$ cat src/design/pmce_pkg.sv
package pmce_pkg;

	localparam int MAX_POINTS_DEF = 1024;
	localparam int MAX_FAC_DEF    = 8;
	localparam int DIST_W_DEF     = 32;

	localparam int COST_W     = 48;
	localparam int PC_W       = 11;
	localparam int FC_W       = 4;
	localparam int CFG_IDX_W  = 4;
	localparam int CFG_DATA_W = 11;

	localparam logic [PC_W-1:0] PC_RESET = 11'd1024;
	localparam logic [FC_W-1:0] FC_RESET = 4'd5;

	localparam logic [1:0] MODE_WRITE = 2'd0;
	localparam logic [1:0] MODE_SET   = 2'd1;
	localparam logic [1:0] MODE_EVAL  = 2'd2;
	localparam logic [1:0] MODE_CLEAR = 2'd3;

	localparam logic [CFG_IDX_W-1:0] REG_POINT_COUNT    = 4'd0;
	localparam logic [CFG_IDX_W-1:0] REG_FACILITY_COUNT = 4'd1;

	// tag that rides along with each table access
	typedef struct packed {
		logic wr;
		logic first_f;
		logic last_f;
		logic last_p;
	} tag_t;

	typedef struct packed {
		logic start;
		logic empty_fin;
		logic clear_best;
	} acc_ctl_t;

	// entries of a triangular table over n points
	function automatic longint unsigned tri_depth(input int unsigned n);
		longint unsigned nl;
		nl = longint'(n);
		return (nl * (nl + 1)) / 2;
	endfunction

endpackage

$ cat src/design/pmce_tri_addr.sv
module pmce_tri_addr
	import pmce_pkg::*;
#(
	parameter int MAX_POINTS = MAX_POINTS_DEF
) (
	input  logic                                         clk,
	input  logic                                         arst_n,
	input  logic                                         in_vld,
	input  tag_t                                         in_tag,
	input  logic [$clog2(MAX_POINTS)-1:0]                a,
	input  logic [$clog2(MAX_POINTS)-1:0]                b,
	output logic                                         out_vld,
	output tag_t                                         out_tag,
	output logic [$clog2(tri_depth(MAX_POINTS))-1:0]     addr
);

	localparam int PW  = $clog2(MAX_POINTS);
	localparam int PRW = 2 * PW + 1;
	localparam int AW  = $clog2(tri_depth(MAX_POINTS));

	logic [PW-1:0]  hi_w;
	logic [PW-1:0]  lo_w;
	logic [PW:0]    hi_p1_w;
	logic [PRW-1:0] prod_w;

	logic           vld_s1;
	tag_t           tag_s1;
	logic [PW-1:0]  lo_s1;
	logic [PRW-1:0] prod_s1;

	logic           vld_s2;
	tag_t           tag_s2;
	logic [AW-1:0]  addr_s2;

	// row is the larger index
	assign hi_w    = (a >= b) ? a : b;
	assign lo_w    = (a >= b) ? b : a;
	assign hi_p1_w = {1'b0, hi_w} + (PW+1)'(1);
	assign prod_w  = PRW'(hi_w) * PRW'(hi_p1_w);

	always_ff @(posedge clk or negedge arst_n) begin
		if (!arst_n) begin
			vld_s1 <= 1'b0;
			vld_s2 <= 1'b0;
		end else begin
			vld_s1 <= in_vld;
			vld_s2 <= vld_s1;
		end
	end

	always_ff @(posedge clk) begin
		tag_s1  <= in_tag;
		lo_s1   <= lo_w;
		prod_s1 <= prod_w;
		tag_s2  <= tag_s1;
		addr_s2 <= AW'(prod_s1 >> 1) + AW'(lo_s1);
	end

	assign out_vld = vld_s2;
	assign out_tag = tag_s2;
	assign addr    = addr_s2;

endmodule

$ cat config.mk
export PLATFORM = sky130hd
export DESIGN_NAME = pmce_tri_addr
export DESIGN_NICKNAME = d
export VERILOG_FILES = /design/src/design/pmce_pkg.sv /design/src/design/pmce_tri_addr.sv
export SDC_FILE = /design/constraint.sdc
export NUM_CORES = 1
export LEC_CHECK = 0
export BUFFER_PORTS_ARGS = -buffer_cell sky130_fd_sc_hd__buf_2
export CORE_ASPECT_RATIO = 0.7
export CORE_MARGIN = 4
export CORE_UTILIZATION = 58
export DETAILED_ROUTE_END_ITERATION = 7
export GPL_ROUTABILITY_DRIVEN = 0
export PLACE_DENSITY = 0.82
export SYNTH_ARGS = -nofsm -noshare
export SYNTH_HDL_FRONTEND = slang
export SYNTH_SLANG_ARGS = --single-unit
$ cat constraint.sdc
create_clock -name clk -period 3.99 [get_ports clk]
set_input_delay 1.197 -clock clk [delete_from_list [all_inputs] [get_ports clk]]
set_output_delay 1.197 -clock clk [all_outputs]
set_load 0.1 [all_outputs]
== After elaboration in Yosys (flattened, before gate mapping) ==
Cells that the tools add are included.

* Register bits after elaboration: 61
* Bits in latches: 0
* RAM bits: 0
* ROM bits: 0
* Output and inout port bits: 25
* Word-level logic and storage cells: 19
* Memories kept: 0

* Add/subtract/negate cells: 2
* $mul: 1
* Divide/modulo/power cells: 0
* Order comparisons: 1
* Equal/unequal tests: 0
* Shift-type cells: 0
* Muxes and demuxes: 2
* Bitwise logic cells: 0
* Reduce and logical (&&, ||, !) cells: 0

{| class="wikitable"
|+ Operator list
! kind !! count
|-
| $mul 10x11->21 || 1
|-
| $add 20x10->20 || 1
|-
| $mux 10 || 2
|-
| $add 10x1->11 const B || 1
|-
| $ge 10x10->1 || 1
|}

== Depth between registers and ports, before layout ==
* Depth in word-level cells: 4
* Gate-level depth with buffers: 34

== Worst setup path after synthesis ==
No wires, ideal clock.

* Path type: input-to-reg
* Start point: in a[0]
* End point: reg prod_s1[20]
* Setup time: 0.127 ns
* Data arrival time: 8.455 ns
* Data required time: 3.863 ns
* Setup slack: -4.592 ns
* Cell stages on the path: 32
* Path buffers: 2
* Cell sequence: clkinv_1 ha_1 nand2b_1 a21o_1 a21o_1 buf_1 a211oi_1 a311o_1 ha_1 nand2_1 nor3_1 and3_1 nand3_1 mux2_2 ha_1 buf_1 nand2b_1 fa_1 inv_1 fa_1 fa_1 fa_1 inv_1 fa_1 inv_1 ha_1 a211oi_1 o21bai_1 or3_1 a32o_1 a221oi_1 xnor2_1

* Word-level cells in the longest chain between the ends: 4

{| class="wikitable"
|+ RTL lines
! element !! RTL line !! text
|-
| start: declaration || pmce_tri_addr.sv:10 || <nowiki>input logic [$clog2(MAX_POINTS)-1:0] a,</nowiki>
|-
| $ge 10x10->1 || pmce_tri_addr.sv:36 || <nowiki>assign hi_w = (a >= b) ? a : b;</nowiki>
|-
| $mux 10 (*) || pmce_tri_addr.sv:36 ||
|-
| $add 10x1->11 || pmce_tri_addr.sv:38 || <nowiki>assign hi_p1_w = {1'b0, hi_w} + (PW+1)'(1);</nowiki>
|-
| $mul 10x11->21 (*) || pmce_tri_addr.sv:39 || <nowiki>assign prod_w = PRW'(hi_w) * PRW'(hi_p1_w);</nowiki>
|-
| net prod_w[20] || pmce_tri_addr.sv:24 || <nowiki>logic [PRW-1:0] prod_w;</nowiki>
|-
| end signal: assignment || pmce_tri_addr.sv:54 || <nowiki>prod_s1 <= prod_w;</nowiki>
|-
| end: declaration || pmce_tri_addr.sv:29 || <nowiki>logic [PRW-1:0] prod_s1;</nowiki>
|}

Mark *: on every way through the listed nets, which the timed path passes. The rest lies on a longest branch.

== Final worst setup path ==
* Start point: in a[0]
* End point: reg prod_s1[18]

Same word-level chain as after synthesis.

==> qor.txt <==
status - finished with violations
failing checks - setup timing
clock buffer depth - 2
Critical path origin - a[0]
GRT Total Usage - 33.3%
max cap viols - 0
Final HPWL DP - 15.7 mm
routed vias - 7,226
Achievable Freq - 120 MHz
first-pass GRT wire length - 35.4 mm
row count - 32
# fillers - 450
Final Skew - 0.00977 ns
final worst-path setup slack - -4.31 ns
fin util - 86.8%
Post-DRT Antenna Nets - 0
largest net degree at the start of global routing - 19
Seq/Total Area, Yosys - 18.0%
unrepaired setup endpoints after global routing - yes
mapped cell area - 6740 sq um
Syn-to-layout area delta - 43.8%
Num CTS Buffers - 9
CP max stage cell - fa_2
htree depth - 3
Hold WC Path Type - flop to flop
max_slew headroom - 52.3%
Avg Cell Area, Syn - 9.28 sq um
Yosys warnings - 0
worst r2r src - lo_s1[6]$_DFF_P_
post-layout min period - 8.30 ns
PortBufs - 51
cell taking the most area after synthesis - fa_1
drt first pass iters - 7
CTS root buf - clkbuf_16
Post-Place Cell Area - 8490 sq um
post-route clock period utilization - 208%
Reg2Reg Depth - 7
r2r endpoint - addr[14]$_DFF_P_
Mapped Cells - 726
Synthesized Nets - 910
Most used DFF post-synth - dfxtp_1
R2R Setup Slk - 1.53 ns
initial antenna violation count - 0
total grt overflow - 0
Vias/cell - 6.67
Post-synth EDFFs - 0
Worst-Margin Slew - 0.712 ns
non-filler cells in the finished layout - 1,083
Skew-Pair Late Insertion Delay - 0.33 ns
Design Area, Final - 9690 sq um
crit path launch type - primary input
Yosys top cell area share - 21.1%
Required @ worst endpoint - 4.26 ns
Slew Limit Fails - 0
drt drc - 0
endpoints failing setup - 18
Core Region - 11,200 sq um
top post-synthesis cells by area - fa_1 (21%), dfxtp_1 (17%), ha_1 (16%), inv_1 (6.5%), nand2b_1 (4.5%)
Die Wd - 137 um
initial core utilization - 60.3%
routed wire length - 28.0 mm
hold_sp - tag_s1[2]$_DFF_P_
#FFs+latches synth - 60
setup tns final - -63.34 ns
Buf+Inv Stages, Crit Path - 6
Synth async-reset ratio - 3.33%
vias in the first global route - 7,051
kind of critical path - primary input to flop
Final Hold Fails - 0
share of cells above drive strength 1 - 42.3%
Initial DRC Count - 1,085
crit path to - prod_s1[18]$_DFF_P_
number of top-level pins - 52
Levels on crit path - 32
Die ar. - 13,400 sq um
Synth cell types - 54
TritonCTS clock tree - done
crit path DAT - 8.57 ns
Ant. Diodes - 0
drt wl/cell - 25.8 um
Die Ht - 98.2 um
clk sinks - 60
critical path fanouts, max - 4
crit end category - flop
Worst path top cell family by delay - adder cells
slowest stage delay, CP - 0.58 ns
dpl cells - 1,036
Reg clk slew, reported paths - 0.05 ns
Final nets - 1,109
-- per-stage QoR --
step / hold slack, ns / setup WS (ns)
4_1_cts: 0.327 / -3.84
2_1_floorplan: 0.310 / -3.95
3_5_place_dp: 0.315 / -4.34
5_1_grt: 0.345 / -4.36
3_3_place_gp: 0.309 / -4.08
6_report: 0.327 / -4.31
-- routing by layer --
| metal | up-vias | global-route usage, % | wire length (um) |
|---|---|---|---|
| li1 | 2847 | - | - |
| met1 | 3393 | 40.7 | 9550 |
| met2 | 689 | 55.8 | 12200 |
| met3 | 297 | 8.86 | 3590 |
| met4 | 0 | 13.9 | 2590 |
| met5 | - | 0 | 0 |
-- cell usage after synthesis (all sizes together), types with 3 or more instances --
cell type  count
ha            86
dfxtp         58
xnor2         20
nand3         13
clkbuf         9
nand2b        49
mux2          16
inv          117
xor2          13
nor3           8
a32o           7
buf           14
a311oi         6
o211ai         8
mux2i          9
a21o          11
a2111oi        3
nand4          3
and4           3
nor2b          4
fa            71
nand2         26
nor2          52
a21oi         20
and3          13
o211a          3
a221oi         3
o21bai         4
o21a           6
o21ai         29
a211oi        15
a31oi          6
-- state kept, by name, indices dropped and copies added, names as in the netlist --
signal / count
vld_s1: 1
tag_s1: 4
addr: 20
out_tag: 4
out_vld: 1
lo_s1: 10
prod_s1: 20
-- cell usage in the layout (no fill, tap or decap), types with 14 or more instances in the layout --
cell | netlist | routed
inv_1 | 117 | 91
nor2_1 | 52 | 49
buf_4 | 0 | 139
nand2b_1 | 49 | 35
ha_4 | 0 | 35
inv_2 | 0 | 21
mux2_2 | 16 | 14
o21ai_0 | 28 | 21
ha_1 | 86 | 49
fa_1 | 71 | 68
dfxtp_1 | 58 | 58
nand2b_4 | 0 | 14
xnor2_1 | 20 | 19
nand2_1 | 26 | 21
buf_6 | 3 | 24
buf_2 | 2 | 45
-- worst reg2reg max path: cells and delay by family (launching register included) --
family,cells,cell delay [ns]
DFF,1,0.30
adders and majority gates,1,0.37
and+or+nand+nor,1,0.12
AOI/OAI and AO/OA,4,1.33
xor gates and xnor gates,1,0.21
-- cells by family (layout without fill, tap and decap cells) --
| kind of cell | Yosys count | count (layout) | synth area share (%) |
|---|---|---|---|
| multiplexers | 25 | 25 | 4.01 |
| XOR/XNOR | 33 | 33 | 4.29 |
| adder cells (fa/ha/maj) | 157 | 157 | 37.1 |
| buffers and inverters | 141 | 345 | 8.22 |
| AND/OR/NAND/NOR | 177 | 177 | 13.3 |
| flip-flops | 60 | 60 | 18.0 |
| AO/OA/AOI/OAI | 133 | 133 | 15.1 |
-- area by class of cell --
cell class                      instances  area [sq um]  share of cell area (%)
Multi-Input combinational cell        525          5900                    60.9
Timing Repair Buffer                  211          1590                    16.4
Sequential cell                        60          1210                    12.5
Inverter                              118           465                    4.80
Clock buffer                           11           253                    2.61
Tap cell                              153           191                    1.97
Clock inverter                          5          82.6                   0.852
-- worst min-delay path by stage --
stage / cells past startpoint / end
finish: 0 / out_tag[2]$_DFF_P_
global route: 0 / out_tag[2]$_DFF_P_
CTS: 0 / out_tag[2]$_DFF_P_
detailed placement: 0 / out_tag[2]$_DFF_P_
global placement: 0 / out_tag[3]$_DFF_P_
floorplan: 0 / out_tag[0]$_DFF_P_
-- what timing repair did --
action / in CTS / in global routing
buffers inserted: 24 / 20
resized for setup: 49 / 86
pin swaps: 23 / 51
setup endpoints to repair: 18 / 18
hold buffers: 0 / 0
Power is left out: the tool's default activity adds up to more than one toggle a clock period on the data nets, which glitch-free logic cannot reach.
