===== config.mk =====
export PLATFORM = sky130hd
export DESIGN_NAME = pmce_accum
export DESIGN_NICKNAME = d
export VERILOG_FILES = /design/src/design/pmce_pkg.sv /design/src/design/pmce_accum.sv
export SDC_FILE = /design/constraint.sdc
export NUM_CORES = 1
export LEC_CHECK = 0
export ABC_AREA = 1
export ABC_CLOCK_PERIOD_IN_PS = 4500
export BUFFER_PORTS_ARGS = -buffer_cell sky130_fd_sc_hd__buf_2
export CORE_MARGIN = 4
export CORE_UTILIZATION = 45
export DETAILED_ROUTE_END_ITERATION = 8
export SLEW_MARGIN = 25
export SYNTH_ARGS = -nofsm -noshare
export SYNTH_HDL_FRONTEND = slang
export SYNTH_SLANG_ARGS = --single-unit
export TNS_END_PERCENT = 5

===== constraint.sdc =====
create_clock -name clk -period 4.5 [get_ports clk]
set_clock_uncertainty 0.2 [all_clocks]
set_input_delay 0 -clock clk [delete_from_list [all_inputs] [get_ports clk]]
set_output_delay 0 -clock clk [all_outputs]
set_load 0.03 [all_outputs]

===== src/design/pmce_pkg.sv =====
package pmce_pkg;

	localparam int MAX_POINTS_DEF = 1024;
	localparam int MAX_FAC_DEF    = 8;
	localparam int DIST_W_DEF     = 32;

	localparam int COST_W     = 48;
	localparam int PC_W       = 11;
	localparam int FC_W       = 4;
	localparam int CFG_IDX_W  = 4;
	localparam int CFG_DATA_W = 11;

	localparam logic [PC_W-1:0] PC_RESET = 11'd1024;
	localparam logic [FC_W-1:0] FC_RESET = 4'd5;

	localparam logic [1:0] MODE_WRITE = 2'd0;
	localparam logic [1:0] MODE_SET   = 2'd1;
	localparam logic [1:0] MODE_EVAL  = 2'd2;
	localparam logic [1:0] MODE_CLEAR = 2'd3;

	localparam logic [CFG_IDX_W-1:0] REG_POINT_COUNT    = 4'd0;
	localparam logic [CFG_IDX_W-1:0] REG_FACILITY_COUNT = 4'd1;

	// tag that rides along with each table access
	typedef struct packed {
		logic wr;
		logic first_f;
		logic last_f;
		logic last_p;
	} tag_t;

	typedef struct packed {
		logic start;
		logic empty_fin;
		logic clear_best;
	} acc_ctl_t;

	// entries of a triangular table over n points
	function automatic longint unsigned tri_depth(input int unsigned n);
		longint unsigned nl;
		nl = longint'(n);
		return (nl * (nl + 1)) / 2;
	endfunction

endpackage


===== src/design/pmce_accum.sv =====
module pmce_accum
	import pmce_pkg::*;
#(
	parameter int DIST_WIDTH = DIST_W_DEF
) (
	input  logic                  clk,
	input  logic                  arst_n,
	input  acc_ctl_t              ctl,
	input  logic                  rd_vld,
	input  tag_t                  rd_tag,
	input  logic [DIST_WIDTH-1:0] rd_data,
	output logic                  done,
	output logic [COST_W-1:0]     cost,
	output logic                  improved,
	output logic [COST_W-1:0]     best_cost
);

	logic [DIST_WIDTH-1:0] min_q;
	logic [COST_W-1:0]     total_q;
	logic [COST_W-1:0]     best_q;
	logic                  fin_q;
	logic                  done_q;
	logic [COST_W-1:0]     cost_q;
	logic                  improved_q;
	logic [COST_W-1:0]     best_cost_q;

	logic [DIST_WIDTH-1:0] cur_min_w;
	logic [COST_W:0]       sum_w;
	logic [COST_W-1:0]     total_nxt_w;
	logic                  better_w;

	assign cur_min_w   = (rd_tag.first_f || rd_data < min_q) ? rd_data : min_q;
	assign sum_w       = {1'b0, total_q} + (COST_W+1)'(cur_min_w);
	// saturate at all ones
	assign total_nxt_w = sum_w[COST_W] ? {COST_W{1'b1}} : sum_w[COST_W-1:0];
	assign better_w    = total_q < best_q;

	always_ff @(posedge clk or negedge arst_n) begin
		if (!arst_n) begin
			fin_q  <= 1'b0;
			done_q <= 1'b0;
			best_q <= {COST_W{1'b1}};
		end else begin
			done_q <= fin_q;
			if (ctl.start) begin
				fin_q <= ctl.empty_fin;
			end else if (rd_vld && rd_tag.last_f && rd_tag.last_p) begin
				fin_q <= 1'b1;
			end else begin
				fin_q <= 1'b0;
			end
			if (ctl.clear_best) begin
				best_q <= {COST_W{1'b1}};
			end else if (fin_q && better_w) begin
				best_q <= total_q;
			end
		end
	end

	always_ff @(posedge clk) begin
		if (ctl.start) begin
			total_q <= '0;
		end else if (rd_vld && rd_tag.last_f) begin
			total_q <= total_nxt_w;
		end
		if (rd_vld) begin
			min_q <= cur_min_w;
		end
		if (fin_q) begin
			cost_q      <= total_q;
			improved_q  <= better_w;
			best_cost_q <= better_w ? total_q : best_q;
		end
	end

	assign done      = done_q;
	assign cost      = cost_q;
	assign improved  = improved_q;
	assign best_cost = best_cost_q;

endmodule


======== After elaboration in Yosys (flattened, before gate mapping) ========
Cells that the tools add are included.
storage, ports and cells
  bits in registers ....................... 227
  bits in latches ......................... 0
  RAM bits ................................ 0
  bits in read-only memories .............. 0
  output and inout port bits .............. 98
  word-level logic and storage cells ...... 23
  memories kept ........................... 0
operators by class
  add/sub/neg operators ................... 1
  $mul .................................... 0
  div/mod/pow operators ................... 0
  magnitude comparators ................... 2
  equal/unequal tests ..................... 0
  shift operators ......................... 0
  muxes and demuxes ....................... 7
  bitwise logic cells ..................... 0
  reductions and logical operators ........ 5
operators with widths
  kind                         count
  two-way mux 48 bit           4
  adder 48 x 32 -> 49 bit      1
  less-than comparator 48 bit  1
  less-than comparator 32 bit  1
  two-way mux 32 bit           1
  logical AND 1 bit            3
  two-way mux 1 bit            2
  nonzero test 2 bit           1
  logical OR 1 bit             1

======== Longest topological paths before layout ========
  word-level depth ........................ 5
  gate-level depth with buffers ........... 34
  depth with buffers taken out ............ 33

======== Least setup slack after synthesis ========
No wires, ideal clock.
  path type ............................... register to register
  start ................................... reg min_q[5]
  end ..................................... reg total_q[31]
  library setup time ...................... 0.066 ns
  data arrival time ....................... 3.483 ns
  required time ........................... 4.234 ns
  path slack .............................. 0.751 ns
  stages on the path, launching flop included .. 32
  clock period less this slack ............ 3.749 ns
  cells stage by stage .................... edfxtp_1 > inv_1 > ha_1 > a21oi_1 > nor2_1 > a211oi_1 > nand2_1 > nand2_1 > nand2_1 > nand2_1 > nand2_1 > nand2_1 > buf_2 > nand2_1 > nand2_1 > ha_1 > inv_1 > fa_1 > inv_1 > nand3_1 > nand3_2 > nand2_1 > nand2_2 > nand2_1 > nand2_2 > nand2_2 > nand2_4 > nand2_4 > nand2_8 > inv_4 > buf_6 > a21oi_2
on the way
  word-level cells in the longest chain between the ends .. 5
RTL lines
  what                         RTL line          RTL
  start, declared              pmce_accum.sv:18  logic [DIST_WIDTH-1:0] min_q;
  start signal, assigned       pmce_accum.sv:67  min_q <= cur_min_w;
  less-than comparator 32 bit  pmce_accum.sv:32  assign cur_min_w = (rd_tag.first_f || rd_data < min_q) ? rd_data : min_q;
  logical OR 1 bit             pmce_accum.sv:32
  two-way mux 32 bit           pmce_accum.sv:32
  via cur_min_w[0]             pmce_accum.sv:27  logic [DIST_WIDTH-1:0] cur_min_w;
  adder 48 x 32 -> 49 bit      pmce_accum.sv:33  assign sum_w = {1'b0, total_q} + (COST_W+1)'(cur_min_w);
  two-way mux 48 bit           pmce_accum.sv:35  assign total_nxt_w = sum_w[COST_W] ? {COST_W{1'b1}} : sum_w[COST_W-1:0];
  end signal, assigned         pmce_accum.sv:64  total_q <= total_nxt_w;
  end, declared                pmce_accum.sv:19  logic [COST_W-1:0] total_q;
The timed path passes the listed nets, and every way through them passes these cells.
A chain may end at the register's enable or synchronous reset.

======== Final worst setup path ========
  start ................................... reg min_q[7]
  end ..................................... reg total_q[24]
The elaborated chain is that of the path after synthesis.

==> summary.md <==
| Metric | Value |
|---|---|
| Power Total | `6080 uW` |
| Layout net count | `2081` |
| Final HPWL DP | `27900 um` |
| # rows | `63` |
| Most common cell after layout, fill and taps aside | `nand2_1` |
| Clock root buffer | `clkbuf_16` |
| Core Util, Final | `0.546` |
| Area of the core | `30000 um2` |
| Sw Share | `0.300` |
| Pwr dens | `372 nW/um2` |
| Post-synth EDFFs | `129` |
| Reg clk slew, reported paths | `60 ps` |
| Die Ht | `183 um` |
| DRC violations left | `0` |
| Rel. slew slack | `0.340` |
| Routability cong. | `0.962` |
| Post-CTS setup buffers | `0` |
| ANT cells | `0` |
| DRT iter0 DRCs | `867` |
| Worst-Margin Slew | `984 ps` |
| WL final | `38300 um` |
| Crit share post-route | `0.914` |
| Total CTS buffers | `25` |
| Global-route wire length before repair | `60700 um` |
| Most used cell, CP | `nand2_1` |
| Worst-path maximum fanout | `24` |
| Die Span X | `183 um` |
| Crit Path Class | `flop to flop` |
| Clock sink count | `227` |
| Met1 WL | `17600 um` |
| WHS | `-29.0 ps` |
| Leak | `0.00802 uW` |
| Die ar. | `33600 um2` |
| Via count | `11923` |
| Met3 WL post-DR | `2270 um` |
| CP Data Required Time | `4760 ps` |
| # IOs | `140` |
| Power share of the combinational group | `0.211` |
| Sequential Power Share | `0.416` |
| R2R cell count | `29` |
| FMAX | `243 MHz` |
| Fillers | `2858` |
| Synth Cell Area | `13800 um2` |
| Initial core utilization | `0.462` |
| H-tree depth | `1` |
| Clock Tree Buf Depth | `3` |
| Top cell type's share of synthesized area | `0.280` |
| Area delta synth->final | `18.2%` |
| Final hold vios | `10` |
| Final instance area | `16400 um2` |
| Layout cell share with drive strength beyond 1 | `0.153` |
| Status | `finished with violations` |
| Worst hold path cell count | `6` |
| TritonCTS clock tree | `yes` |
| Int Pwr | `4260 uW` |
| Crit-path slowest cell | `fa_1` |
| Skew-Pair Late Insertion Delay | `530 ps` |
| Final setup violating endpoints | `0` |
| Max-Cap Viols | `0` |
| Min-delay worst type | `input pin to flop` |
| Most frequent cells in the layout | `nand2_1 (523), inv_1 (245), buf_2 (138)` |
| Mean area per synthesized cell | `7.90 um2` |
| Total negative slack | `0 ps` |
| Largest cells by area after synthesis | `edfxtp_1 (28%), nand2_1 (14%), ha_1 (9.9%)` |
| Worst Setup Start Kind | `flop` |
| Largest area contributor in the synthesized netlist | `edfxtp_1` |
| GR Overflow Total | `0` |
| Async S/R FF share, synth | `0.220` |
| Vias in the first global route | `11198` |
| Sequential-to-total area share from yosys stat | `0.444` |
| Most common flop cell mapped by yosys | `edfxtp_1` |
| Final Max Tran Viols | `0` |
| CP peak stage delay | `390 ps` |
| Synth Warn # | `0` |
| Dpl cell area | `14900 um2` |
| CP arrival | `4380 ps` |
| Syn_nets | `1905` |
| Unrepaired setup endpoints after global routing | `no` |
| Maximum VDD drop | `0.264 mV` |
| Met2 wire len | `17300 um` |
| I/O Buffers | `138` |
| Worst setup EP type | `flop` |
| Largest net degree at the start of global routing | `90` |
| Total GRT Usage | `0.224` |
| Tmin final | `4110 ps` |
| P_sw | `1820 uW` |
| Synth Instances | `1752` |
| Failing checks | `negative hold slack` |
| Initial antenna violation count | `0` |
| Uppermost routed layer | `met4` |
| ANT nets after route | `0` |
| Yosys cell types | `44` |
| DR pass1 iterations | `7` |
| Drt via density | `5.10` |
| Clock power frac | `0.373` |
| #FFs+latches synth | `227` |
| WL/cell | `16.4 um` |
registers in the layout, summed over array words and instances, names as in the netlist:
| name | count |
|---|---|
| min_q | 32 |
| best_cost | 48 |
| total_q | 48 |
| improved | 1 |
| cost | 48 |
| fin_q | 1 |
| done | 1 |
| best_q | 48 |
layout make-up:
cell class | count | area (um2) | area share
Clock buffer | 35 | 767 | 0.0469
Multi-Input combinational cell | 1220 | 6500 | 0.397
Clock inverter | 11 | 161 | 0.00987
Tap cell | 390 | 488 | 0.0298
Timing Repair Buffer | 202 | 1340 | 0.0816
Sequential cell | 227 | 6150 | 0.376
Inverter | 252 | 953 | 0.0583
cell usage after synthesis, types with 15 or more instances:
library cell,n
nand4_1,38
ha_1,110
edfxtp_1,129
nand2_1,526
clkbuf_1,31
o21ai_0,84
nand3_1,135
dfstp_2,48
dfxtp_1,48
nor3_1,15
a21oi_1,85
inv_1,246
a21oi_2,21
xnor2_1,15
nor2_1,126
power groups by stage:
stage | clock, uW | sequential [uW] | combinational (uW)
3_3_place_gp | 0 | 2570 | 1210
2_1_floorplan | 0 | 2640 | 774
5_1_grt | 2400 | 2550 | 1440
6_report | 2270 | 2530 | 1280
4_1_cts | 2310 | 2530 | 1270
3_5_place_dp | 0 | 2570 | 1220
worst max-delay path, delay by kind of cell (launching register included):
kind	cells	cell delay, ps
flops	1	360
simple gates	20	1880
fa+ha+maj	3	880
buf+inv	5	540
compound gates	1	160
routing by layer:
metal,GRT usage,up-vias
li1,-,6076
met4,0.0587,0
met5,0,-
met1,0.322,5449
met2,0.361,339
met3,0.0268,59
logic make-up (layout without fill, tap and decap cells):
logic type | Yosys count | count (layout) | synth area share
AND/OR/NAND/NOR | 869 | 869 | 0.267
buffers and inverters | 305 | 500 | 0.0868
flip-flops | 227 | 227 | 0.444
AO/OA/AOI/OAI | 217 | 217 | 0.0866
adder cells (fa/ha/maj) | 111 | 111 | 0.101
XOR/XNOR | 23 | 23 | 0.0146
path summary, 6_finish.rpt:
path / from / to / slack, ps
worst max-delay path: min_q[7] / total_q[24] / 390
worst min-delay path: rd_tag[2] / min_q[9] / -30
worst max register to register: min_q[7] / total_q[24] / 390
worst min register to register: best_q[12] / best_q[12] / 280
max in group asynchronous: arst_n / best_q[22] / 2840
min in group asynchronous: arst_n / done / 450
through the flow:
step	setup WS, ps	cells
3_5_place_dp	200	2243
5_1_grt	19.8	2337
6_report	385	2337
4_1_cts	172	2336
2_1_floorplan	751	1752
3_3_place_gp	275	2243
timing repair:
item                                    4_1_cts  5_1_grt
endpoints found under the setup margin        0       39
endpoints found under the hold margin       162        0
gates resized for setup                       0        8
hold buffers                                 47        0
(Power assumes the default switching activity.)
